File: config.mk
export PLATFORM = sky130hd
export DESIGN_NAME = tile_map_row_expander_unit
export DESIGN_NICKNAME = d
export VERILOG_FILES = /design/src/rtl/tmre_pkg.sv /design/src/rtl/tmre_out_fifo.sv /design/src/rtl/tile_map_row_expander_unit.sv
export SDC_FILE = /design/constraint.sdc
export NUM_CORES = 2
export LEC_CHECK = 0
export BUFFER_PORTS_ARGS = -buffer_cell sky130_fd_sc_hd__clkbuf_2
export CAP_MARGIN = 20
export CORE_ASPECT_RATIO = 0.8
export CORE_MARGIN = 1.5
export CORE_UTILIZATION = 27
export DETAILED_ROUTE_END_ITERATION = 8
export PLACE_DENSITY = 0.51
export SLEW_MARGIN = 20
export SYNTH_ARGS = -nofsm -noshare
export SYNTH_HDL_FRONTEND = slang
export SYNTH_HIERARCHICAL = 1
export SYNTH_SLANG_ARGS = --single-unit
File: constraint.sdc
create_clock -name aclk -period 2.95 [get_ports aclk]
set_input_delay 0.59 -clock aclk [delete_from_list [all_inputs] [get_ports aclk]]
set_output_delay 0.59 -clock aclk [all_outputs]
set_load 0.1 [all_outputs]
File: src/rtl/tmre_pkg.sv
// Shared types and constants for the tile map row expander.
package tmre_pkg;

    localparam int ACTION_W     = 2;
    localparam int CELL_W       = 5;
    localparam int TILE_W       = 2;
    localparam int GLYPH_IDX_W  = 6;
    localparam int CODE_W       = 8;
    localparam int SCROLL_W     = 7;
    localparam int ROW_W        = 6;
    localparam int COL_W        = 6;
    localparam int GLYPH_DEPTH  = 64;

    // Output queue depth and its fill count width
    localparam int OUT_DEPTH    = 4;
    localparam int OUT_PTR_W    = 2;
    localparam int OUT_CNT_W    = 3;

    localparam logic [ACTION_W-1:0] ACTION_MAP_WRITE   = 2'd0;
    localparam logic [ACTION_W-1:0] ACTION_GLYPH_WRITE = 2'd1;
    localparam logic [ACTION_W-1:0] ACTION_RENDER      = 2'd2;

    typedef struct packed {
        logic [COL_W-1:0]  screen_column;
        logic [CODE_W-1:0] char_code;
        logic              last;
    } result_t;

endpackage

File: src/rtl/tmre_out_fifo.sv
// Small result queue between the render pipeline and the output port.
module tmre_out_fifo (
    input  logic                            aclk,
    input  logic                            aresetn,
    input  logic                            push_valid,
    input  tmre_pkg::result_t               push_item,
    input  logic                            pop_ready,
    output logic                            pop_valid,
    output tmre_pkg::result_t               pop_item,
    output logic [tmre_pkg::OUT_CNT_W-1:0]  fill_count
);

    tmre_pkg::result_t                    slot_reg [tmre_pkg::OUT_DEPTH];
    logic [tmre_pkg::OUT_PTR_W-1:0]       wr_ptr_reg;
    logic [tmre_pkg::OUT_PTR_W-1:0]       rd_ptr_reg;
    logic [tmre_pkg::OUT_CNT_W-1:0]       count_reg;
    logic                                 pop;

    assign pop_valid  = (count_reg != '0);
    assign pop_item   = slot_reg[rd_ptr_reg];
    assign fill_count = count_reg;
    assign pop        = pop_valid && pop_ready;

    always_ff @(posedge aclk) begin
        if (push_valid) begin
            slot_reg[wr_ptr_reg] <= push_item;
        end
    end

    always_ff @(posedge aclk) begin
        if (!aresetn) begin
            wr_ptr_reg <= '0;
            rd_ptr_reg <= '0;
            count_reg  <= '0;
        end else begin
            if (push_valid) begin
                wr_ptr_reg <= wr_ptr_reg + 1'b1;
            end
            if (pop) begin
                rd_ptr_reg <= rd_ptr_reg + 1'b1;
            end
            case ({push_valid, pop})
                2'b10:   count_reg <= count_reg + 1'b1;
                2'b01:   count_reg <= count_reg - 1'b1;
                default: count_reg <= count_reg;
            endcase
        end
    end

endmodule

File: src/rtl/tile_map_row_expander_unit.sv
// Top level of the tile map row expander: map and glyph memories, render pipeline.
//
//   channel | ports                                   | direction
//   --------+-----------------------------------------+----------
//   input   | s_valid s_ready s_action .. s_screen_row | in
//   result  | m_valid m_ready m_screen_column ..       | out
//
// Map and glyph write items emit nothing.
// A render item emits SCREEN_COLUMNS items, at best one per cycle as credits allow;
// the bound is the single read port of each memory.
// Input is not taken while a row is still being issued into the pipeline.
// A stalled result side holds issue back through credits on a 4-deep queue.
// Reset clears control only; memory contents are undefined until written.
module tile_map_row_expander_unit #(
    parameter int MAP_SIDE       = 32,
    parameter int SCREEN_COLUMNS = 40
) (
    input  logic                                aclk,
    input  logic                                aresetn,
    input  logic                                s_valid,
    output logic                                s_ready,
    input  logic [tmre_pkg::ACTION_W-1:0]       s_action,
    input  logic [tmre_pkg::CELL_W-1:0]         s_cell_x,
    input  logic [tmre_pkg::CELL_W-1:0]         s_cell_y,
    input  logic [tmre_pkg::TILE_W-1:0]         s_tile_number,
    input  logic [tmre_pkg::GLYPH_IDX_W-1:0]    s_glyph_index,
    input  logic [tmre_pkg::CODE_W-1:0]         s_glyph_code,
    input  logic [tmre_pkg::SCROLL_W-1:0]       s_scroll_x,
    input  logic [tmre_pkg::SCROLL_W-1:0]       s_scroll_y,
    input  logic [tmre_pkg::ROW_W-1:0]          s_screen_row,
    output logic                                m_valid,
    input  logic                                m_ready,
    output logic [tmre_pkg::COL_W-1:0]          m_screen_column,
    output logic [tmre_pkg::CODE_W-1:0]         m_char_code,
    output logic                                m_last
);

    localparam int MAP_AW = $clog2(MAP_SIDE);
    localparam int MAP_IW = $clog2(MAP_SIDE * MAP_SIDE);

    // Reduce a small tile coordinate (at most 47) modulo the map side.
    function automatic logic [MAP_AW-1:0] side_mod(input logic [5:0] v);
        int r;
        r = int'(v);
        for (int i = 0; i < 6; i++) begin
            if (r >= MAP_SIDE) begin
                r = r - MAP_SIDE;
            end
        end
        return MAP_AW'(r);
    endfunction

    function automatic logic [MAP_IW-1:0] map_addr(input logic [MAP_AW-1:0] row,
                                                   input logic [MAP_AW-1:0] col);
        return MAP_IW'(row) * MAP_IW'(MAP_SIDE) + MAP_IW'(col);
    endfunction

    // Storage
    logic [tmre_pkg::TILE_W-1:0] tile_map_mem [MAP_SIDE * MAP_SIDE];
    logic [tmre_pkg::CODE_W-1:0] glyph_mem    [tmre_pkg::GLYPH_DEPTH];

    // Row sequencer
    logic                          busy_reg;
    logic [tmre_pkg::COL_W-1:0]    col_reg;
    logic [MAP_AW-1:0]             map_row_reg;
    logic [MAP_AW-1:0]             map_col_reg;
    logic [1:0]                    x_lo_reg;
    logic [1:0]                    y_lo_reg;

    // Stage A: map read in flight
    logic                          a_valid_reg;
    logic [tmre_pkg::COL_W-1:0]    a_col_reg;
    logic                          a_last_reg;
    logic [1:0]                    a_xlo_reg;
    logic [tmre_pkg::TILE_W-1:0]   map_rd_reg;

    // Stage B: glyph read in flight
    logic                          b_valid_reg;
    logic [tmre_pkg::COL_W-1:0]    b_col_reg;
    logic                          b_last_reg;
    logic [tmre_pkg::CODE_W-1:0]   glyph_rd_reg;

    logic                              accept;
    logic                              issue;
    logic                              issue_last;
    logic [tmre_pkg::OUT_CNT_W:0]      credits_used;
    logic [tmre_pkg::OUT_CNT_W-1:0]    fill_count;
    logic [7:0]                        y_sum;
    logic [tmre_pkg::GLYPH_IDX_W-1:0]  glyph_rd_idx;
    tmre_pkg::result_t                 push_item;
    tmre_pkg::result_t                 pop_item;

    assign s_ready = !busy_reg;
    assign accept  = s_valid && s_ready;
    assign y_sum   = {1'b0, s_scroll_y} + {2'b00, s_screen_row};

    // Queue slots already claimed by stored results and items in flight
    assign credits_used = {1'b0, fill_count}
                        + (tmre_pkg::OUT_CNT_W+1)'(a_valid_reg)
                        + (tmre_pkg::OUT_CNT_W+1)'(b_valid_reg);
    assign issue      = busy_reg &&
                        (credits_used < (tmre_pkg::OUT_CNT_W+1)'(tmre_pkg::OUT_DEPTH));
    assign issue_last = (col_reg == tmre_pkg::COL_W'(SCREEN_COLUMNS - 1));

    assign glyph_rd_idx = {a_xlo_reg, y_lo_reg, map_rd_reg};

    // Map memory: single port, writes only come in while idle
    always_ff @(posedge aclk) begin
        if (accept && (s_action == tmre_pkg::ACTION_MAP_WRITE)) begin
            tile_map_mem[map_addr(side_mod({1'b0, s_cell_y}),
                                  side_mod({1'b0, s_cell_x}))] <= s_tile_number;
        end
        if (issue) begin
            map_rd_reg <= tile_map_mem[map_addr(map_row_reg, map_col_reg)];
        end
    end

    // Glyph memory: a write after a row's last issue lands after that column's read
    always_ff @(posedge aclk) begin
        if (accept && (s_action == tmre_pkg::ACTION_GLYPH_WRITE)) begin
            glyph_mem[s_glyph_index] <= s_glyph_code;
        end
        if (a_valid_reg) begin
            glyph_rd_reg <= glyph_mem[glyph_rd_idx];
        end
    end

    // Sequencer control
    always_ff @(posedge aclk) begin
        if (!aresetn) begin
            busy_reg    <= 1'b0;
            a_valid_reg <= 1'b0;
            b_valid_reg <= 1'b0;
        end else begin
            if (accept && (s_action == tmre_pkg::ACTION_RENDER)) begin
                busy_reg <= 1'b1;
            end else if (issue && issue_last) begin
                busy_reg <= 1'b0;
            end
            a_valid_reg <= issue;
            b_valid_reg <= a_valid_reg;
        end
    end

    // Sequencer and pipeline payload
    always_ff @(posedge aclk) begin
        if (accept && (s_action == tmre_pkg::ACTION_RENDER)) begin
            col_reg     <= '0;
            map_row_reg <= side_mod(y_sum[7:2]);
            y_lo_reg    <= y_sum[1:0];
            map_col_reg <= side_mod({1'b0, s_scroll_x[6:2]});
            x_lo_reg    <= s_scroll_x[1:0];
        end else if (issue) begin
            col_reg  <= col_reg + 1'b1;
            x_lo_reg <= x_lo_reg + 1'b1;
            if (x_lo_reg == 2'd3) begin
                // tile columns wrap around the map, no carry into the next row
                if (map_col_reg == MAP_AW'(MAP_SIDE - 1)) begin
                    map_col_reg <= '0;
                end else begin
                    map_col_reg <= map_col_reg + 1'b1;
                end
            end
        end
        if (issue) begin
            a_col_reg  <= col_reg;
            a_last_reg <= issue_last;
            a_xlo_reg  <= x_lo_reg;
        end
        if (a_valid_reg) begin
            b_col_reg  <= a_col_reg;
            b_last_reg <= a_last_reg;
        end
    end

    assign push_item.screen_column = b_col_reg;
    assign push_item.char_code     = glyph_rd_reg;
    assign push_item.last          = b_last_reg;

    tmre_out_fifo u_out_fifo (
        .aclk       (aclk),
        .aresetn    (aresetn),
        .push_valid (b_valid_reg),
        .push_item  (push_item),
        .pop_ready  (m_ready),
        .pop_valid  (m_valid),
        .pop_item   (pop_item),
        .fill_count (fill_count)
    );

    assign m_screen_column = pop_item.screen_column;
    assign m_char_code     = pop_item.char_code;
    assign m_last          = pop_item.last;

`ifndef SYNTHESIS
    a_credit_bound: assert property (@(posedge aclk) disable iff (!aresetn)
        credits_used <= (tmre_pkg::OUT_CNT_W+1)'(tmre_pkg::OUT_DEPTH))
        else $error("result queue overcommitted");

    a_render_starts: assert property (@(posedge aclk) disable iff (!aresetn)
        (accept && (s_action == tmre_pkg::ACTION_RENDER)) |=> busy_reg)
        else $error("render item did not start a row");

    a_issue_in_row: assert property (@(posedge aclk) disable iff (!aresetn)
        a_valid_reg |-> $past(busy_reg))
        else $error("map read issued outside a row");

    a_stage_order: assert property (@(posedge aclk) disable iff (!aresetn)
        b_valid_reg |-> $past(a_valid_reg))
        else $error("glyph stage without a map read before it");

    a_last_ends_row: assert property (@(posedge aclk) disable iff (!aresetn)
        (issue && issue_last) |=> !busy_reg)
        else $error("row kept running after its last column");
`endif

endmodule

Yosys cells after proc, flatten, opt, wreduce, memory -nomap -nowiden
Memory sizes are Yosys's and may differ from the RTL's. A register that Yosys moved wholly into a read port is not among the register bits.
Cells that the tools add are included.

word-level totals
  register bits after elaboration = 46
  RAM bits = 2620
  output and inout bits = 17
  logic and storage cells = 94
  memories = 3

memory list
  name                 depth  width  read ports  clocked after Yosys merged registers in  wr ports  line                              source
  tile_map_mem         1024   2      1           1                                        1         tile_map_row_expander_unit.sv:59  logic [tmre_pkg::TILE_W-1:0] tile_map_mem [MAP_SIDE * MAP_SIDE];
  glyph_mem            64     8      1           1                                        1         tile_map_row_expander_unit.sv:60  logic [tmre_pkg::CODE_W-1:0] glyph_mem [tmre_pkg::GLYPH_DEPTH];
  u_out_fifo.slot_reg  4      15     1           1                                        1         tmre_out_fifo.sv:13               tmre_pkg::result_t slot_reg [tmre_pkg::OUT_DEPTH];

cells by class
  $add $sub $neg = 18
  $lt $le $gt $ge = 7
  equal/unequal tests = 7
  multiplexer cells = 28
  reductions and logical operators = 15

operators with widths
  kind                     number
  $mux W32                 10
  $ge A32 B7 Y1 const B    5
  $sub A32 B7 Y32 const B  4
  $mux W5                  5
  $add A10 B5 Y10          2
  $add A7 B6 Y8            1
  $mux W1                  8
  $mux W2                  4
  $reduce_bool A2 Y1       4
  $logic_and A1 B1 Y1      7
  $sub A6 B6 Y7 const B    1
  $add A2 B1 Y2 const B    3
  $add A6 B1 Y6 const B    1
  $eq A2 B2 Y1 const B     3
  $eq A6 B6 Y1 const B     1
  $ge A6 B6 Y1 const B     1
  $pmux W3 S2              1
  $add A5 B1 Y5 const B    1
  $eq A5 B5 Y1 const B     1
  $sub A5 B1 Y5 const B    1
  $add A3 B1 Y4            1
  $add A4 B1 Y4            1
  $eq A2 B1 Y1 const B     2
  $lt A4 B3 Y1 const B     1
  other kinds (6)          6

Longest topological paths before layout
  depth in word-level cells = 18
  depth in mapped cells = 15
  depth with buffers taken out = 8

Hierarchy
The synthesis kept the hierarchy.

modules (own cells, without submodules)
  module                      instances  cells an instance  area an instance (um^2)  seq. area each (um^2)
  tile_map_row_expander_unit  1          5746               105367.3                 78255.1
  tmre_out_fifo               1          124                2661.3                   1981.9

Worst setup path before layout
No wires, ideal clock.

  path kind = register to register
  start point = reg b_valid_reg
  end point = reg col_reg[5] in the netlist's numbering
  setup time = 0.075 ns
  arrival time = 3.152 ns
  setup slack = -0.277 ns
  stages on the path, launching flop included = 7
  path buffers = 0
  period minus slack after synthesis = 3.227 ns
  cells stage by stage = dfxtp_1 -> ha_1 -> a21o_1 -> a211oi_1 -> nand4_1 -> or3_1 -> a21oi_1

between the ends
  cells in the longest elaborated chain, start to end = 3

RTL lines
  item                    line                               source
  from (decl)             tile_map_row_expander_unit.sv:78   logic b_valid_reg;
  from (signal assigned)  tile_map_row_expander_unit.sv:141  b_valid_reg <= a_valid_reg;
  $add A4 B1 Y4           tile_map_row_expander_unit.sv:100  + (tmre_pkg::OUT_CNT_W+1)'(b_valid_reg);
  $lt A4 B3 Y1            tile_map_row_expander_unit.sv:102  (credits_used < (tmre_pkg::OUT_CNT_W+1)'(tmre_pkg::OUT_DEPTH));
  $logic_and A1 B1 Y1     tile_map_row_expander_unit.sv:101  assign issue = busy_reg &&
  named net issue         tile_map_row_expander_unit.sv:84   logic issue;
  to (signal assigned)    tile_map_row_expander_unit.sv:154  col_reg <= col_reg + 1'b1;
  to (decl)               tile_map_row_expander_unit.sv:64   logic [tmre_pkg::COL_W-1:0] col_reg;

The timed path passes the listed nets, and every way through them passes these cells.
A chain may end at the register's enable or synchronous reset.

Worst setup path in the final report
  start point = reg map_col_reg[2]
  end point = reg map_rd_reg[1] in the netlist's numbering, read port of tile_map_mem, data pin

between the ends
  cells in the longest elaborated chain, start to end = 1

RTL lines
  item                    line                               source
  from (decl)             tile_map_row_expander_unit.sv:66   logic [MAP_AW-1:0] map_col_reg;
  from (signal assigned)  tile_map_row_expander_unit.sv:151  map_col_reg <= side_mod({1'b0, s_scroll_x[6:2]});
  from (signal assigned)  tile_map_row_expander_unit.sv:161  map_col_reg <= map_col_reg + 1'b1;
  $add A10 B5 Y10         tile_map_row_expander_unit.sv:55   return MAP_IW'(row) * MAP_IW'(MAP_SIDE) + MAP_IW'(col);
  to (decl)               tile_map_row_expander_unit.sv:75   logic [tmre_pkg::TILE_W-1:0] map_rd_reg;

No other way between the ends.

==> run_results.csv <==
group,metric,value,unit
grt,first_pass_grt_wire_length,485000,um
synth,synth_edf_count,2660,
setup_path,slowest_stage,"sky130_fd_sc_hd__edfxtp_1",
route,vias,61300,
clock_tree,clk_path_buf_depth,4,
power_and_ir_drop,netSwitchingPower,18.1,mW
place,quantity_of_i_o_buffers_inserted_on_ports,68,
synth,syn-mean-instance-area,18.4,um2
synth,synthDistinctLibCells,74,
synth,synthesis.yosys.warnings,6,
floorplanning,floorplan.rows,207,
clock_tree,clk_pin_slew,60,ps
setup_path,critical_path.max_fanout,13,
route,drt_first_iter_violations,8222,
cells_and_area,area_growth,21.8,%
sta,timing.hold.ws,62.9,ps
cells_and_area,drive_gt1_share,30.0,%
place,dp.final_hpwl,218000,um
sta,fmax,293,MHz
setup_path,crit_path_start_kind,"flop",
synth,synth_area_leader_cell,"sky130_fd_sc_hd__edfxtp_1",
route,routed_wirelength,351000,um
route,drtPass1Iterations,5,
grt,overflow,0,
synth,ys_async_sr_fraction,0,%
clock_tree,cts_buffers,284,
power_and_ir_drop,seq_power_share,51.4,%
setup_path,crit_arrival,4070,ps
clock_tree,clkLatencyLatePin,910,ps
power_and_ir_drop,power-per-cell-area,620,mW/mm2
cells_and_area,fill_cell_count,37900,
floorplanning,fp.dieW,710,um
synth,postSynthCellCount,5870,
setup_path,ws_path_type,"reg2reg",
status,violations,"setup timing",
power_and_ir_drop,power.share.combinational,5.5,%
floorplanning,design.portCount,69,
worst_hold_path,min_path_type,"in2reg",
cells_and_area,largest_reg_flops,2048,
floorplanning,core_region_area,0.398,mm2
sta,finalWorstSetupSlack,-463,ps
cells_and_area,final_cells,12100,
synth,ys_seq_area_share,74.3,%
synth,synthFlopType,"sky130_fd_sc_hd__edfxtp_1",
setup_path,end_kind,"flop",
synth,synth_nets,5940,
route,drc,0,
power_and_ir_drop,clock_power_share,43.1,%
run,max_cap_viol_count,0,
sta,layout_worst_path_cycle_share,116,%
grt,antenna_violations_before_repair,36,
floorplanning,dieHeight,569,um
cells_and_area,nNetsFinal,6645,
synth,synth.area.top_cells,"sky130_fd_sc_hd__edfxtp_1, sky130_fd_sc_hd__mux4_2, sky130_fd_sc_hd__nor2_1",
clock_tree,ctsHtreeMaxLevel,5,
setup_path,cp_data_required_time,3600,ps
synth,post_synthesis_register_bit_count,2678,
sta,finalSetupViolCount,7,
clock_tree,cts_tree,"done",
route,route.detailed.vias_per_inst,5.06,
sta,maxSlewHeadroom,29.3,%
synth,netlist.area_leader.share,73.9,%
synth,ys_top_cells_by_count,"sky130_fd_sc_hd__edfxtp_1, sky130_fd_sc_hd__nor2_1, sky130_fd_sc_hd__mux4_2, sky130_fd_sc_hd__clkbuf_1, sky130_fd_sc_hd__mux2i_1",
synth,synthMostInstantiatedCell,"sky130_fd_sc_hd__edfxtp_1",
clock_tree,cts.sink_count,2678,
synth,syn_area,0.108,mm2
power_and_ir_drop,power_report.internal_total,63.5,mW
grt,vias_in_the_first_global_route,60900,
sta,worst_slew_pin_slew,1060,ps
route,post_drt_wl_per_cell,29.0,um
cells_and_area,multi_input_area,0.0265,mm2
grt,grt_max_degree,163,
floorplanning,design.die.area,0.404,mm2
clock_tree,clock_tree.root_cell,"sky130_fd_sc_hd__clkbuf_16",
power_and_ir_drop,power.switching_fraction,22.2,%
sta,rsz_0062_raised_after_global_routing,"yes",
status,run_status,"finished, violations left",
power_and_ir_drop,power.static_leakage,41.0,nW
power_and_ir_drop,report.power.total,81.6,mW
route,drt.antenna.violating_nets,0,
sta,setup_tns,-1020,ps
setup_path,path_common_cell,"sky130_fd_sc_hd__buf_4",
sta,finalMaxSlewViolations,0,
setup_path,critPathMaxStageDelay,580,ps
power_and_ir_drop,vdd_ir_drop_max,0.395,mV
cells_and_area,regArea,0.0802,mm2
grt,global_route.usage.total,16.9,%
place,gp_congestion,0.837,
setup_path,cp_cell_sequence,"buf_4 -> buf_6 -> buf_4 -> mux4_2 -> mux2i_2 -> o22ai_1 -> o21ai_0 -> buf_4 -> a21oi_2 -> a32oi_2 -> buf_4 -> mux2i_1",
place,placed_cells,11600,
sta,clock-skew-final,54.1,ps
sta,finalCriticalPeriod,3410,ps
floorplanning,start_util,27.2,%
sta,timing_hold_violations_final,0,
==> layout by cell type, fill, tap and decap left out, drive strengths merged, types with 7 or more instances in the layout <==
| cell | instances |
|---|---|
| o31ai | 7 |
| or2 | 8 |
| a31oi | 8 |
| inv | 26 |
| o221ai | 27 |
| ha | 16 |
| a211o | 8 |
| clkinvlp | 14 |
| o22ai | 23 |
| clkinv | 105 |
| nand4 | 7 |
| a22oi | 52 |
| mux2 | 10 |
| clkbuf | 416 |
| nor2 | 1133 |
| xnor2 | 10 |
| o21ai | 62 |
| mux2i | 222 |
| o2111ai | 11 |
| nor3 | 12 |
| a211oi | 13 |
| buf | 796 |
| and2 | 21 |
| nand2 | 141 |
| dfxtp | 18 |
| bufinv | 19 |
| a2111oi | 7 |
| nand3 | 65 |
| mux4 | 635 |
| nand2b | 13 |
| nor2b | 23 |
| nor3b | 12 |
| o211ai | 12 |
| a221oi | 38 |
| edfxtp | 2660 |
| a21oi | 50 |
==> worst max-delay path, delay by kind of cell (launching register included) <==
family	cells	cell delay, ps
DFF	1	580
buffers and inverters	5	1030
muxes	3	650
AOI/OAI and AO/OA	4	840
==> per-stage QoR <==
step                area, um2  setup slack (ps)  util [%]
floorplan              108000              33.3         -
global placement       121000             -1560      30.4
detailed placement     121000              -750      30.4
CTS                    131000              -420      32.9
global route           132000              -462      33.1
finish                 132000              -463      33.1
==> path summary, 6_finish.rpt <==
| kind | startpoint | depth (start not counted) | end | slack [ps] |
|---|---|---|---|---|
| max | map_col_reg[2]$_DFFE_PP_ | 12 | map_rd_reg[1]$_DFFE_PP_ | -460 |
| min | s_scroll_x[6] | 2 | map_col_reg[4]$_DFFE_PP_ | 60 |
| max reg2reg | map_col_reg[2]$_DFFE_PP_ | 12 | map_rd_reg[1]$_DFFE_PP_ | -460 |
| min reg2reg | a_col_reg[4]$_DFFE_PP_ | 0 | b_col_reg[4]$_DFFE_PP_ | 420 |
==> logic make-up (layout without fill, tap and decap cells) <==
logic type,Yosys count,count (layout),share of synthesized area [%]
flops,2678,2678,74.3
simple gates,1465,1465,5.49
mux,867,867,15.4
buf+inv,467,1383,2.09
compound gates,359,359,2.36
fa+ha+maj,18,18,0.222
xor+xnor,16,16,0.130
other cells,0,3,0
==> timing repair <==
| action | 4_1_cts | 5_1_grt |
|---|---|---|
| endpoints found under the hold margin | 15 | 0 |
| gates cloned | 9 | 5 |
| pin swaps | 11 | 30 |
| endpoints found under the setup margin | 25 | 12 |
| buffers inserted | 28 | 23 |
| hold buffers | 6 | 0 |
| resized for setup | 121 | 91 |
==> power by group through the flow <==
stage                     Sequential (mW)  Combinational [mW]  Clock (mW)
after floorplan                      42.7                1.80           0
after global placement               42.7                4.20           0
after detailed placement             42.7                4.23           0
after CTS                            41.9                4.41        35.8
after global routing                 41.9                4.69        37.1
final                                41.9                4.49        35.2
==> routing by layer <==
layer	up-vias	track usage (%)	wire (um)
li1	24800	-	-
met1	32700	25.1	152000
met2	3282	24.8	153000
met3	490	4.11	36700
met4	4	4.21	8870
met5	-	0	27
==> cell type report <==
class	instances	share of cell area (%)
repair buffers	871	6.95
well taps	5329	5.07
diodes	3	0.00571
multi-input cells	2725	20.1
flip-flops and latches	2678	61.0
inverters	15	0.0466
clock buffers	348	5.73
clock inverters	149	1.05
No activity file was read; power rests on OpenSTA's default activity.
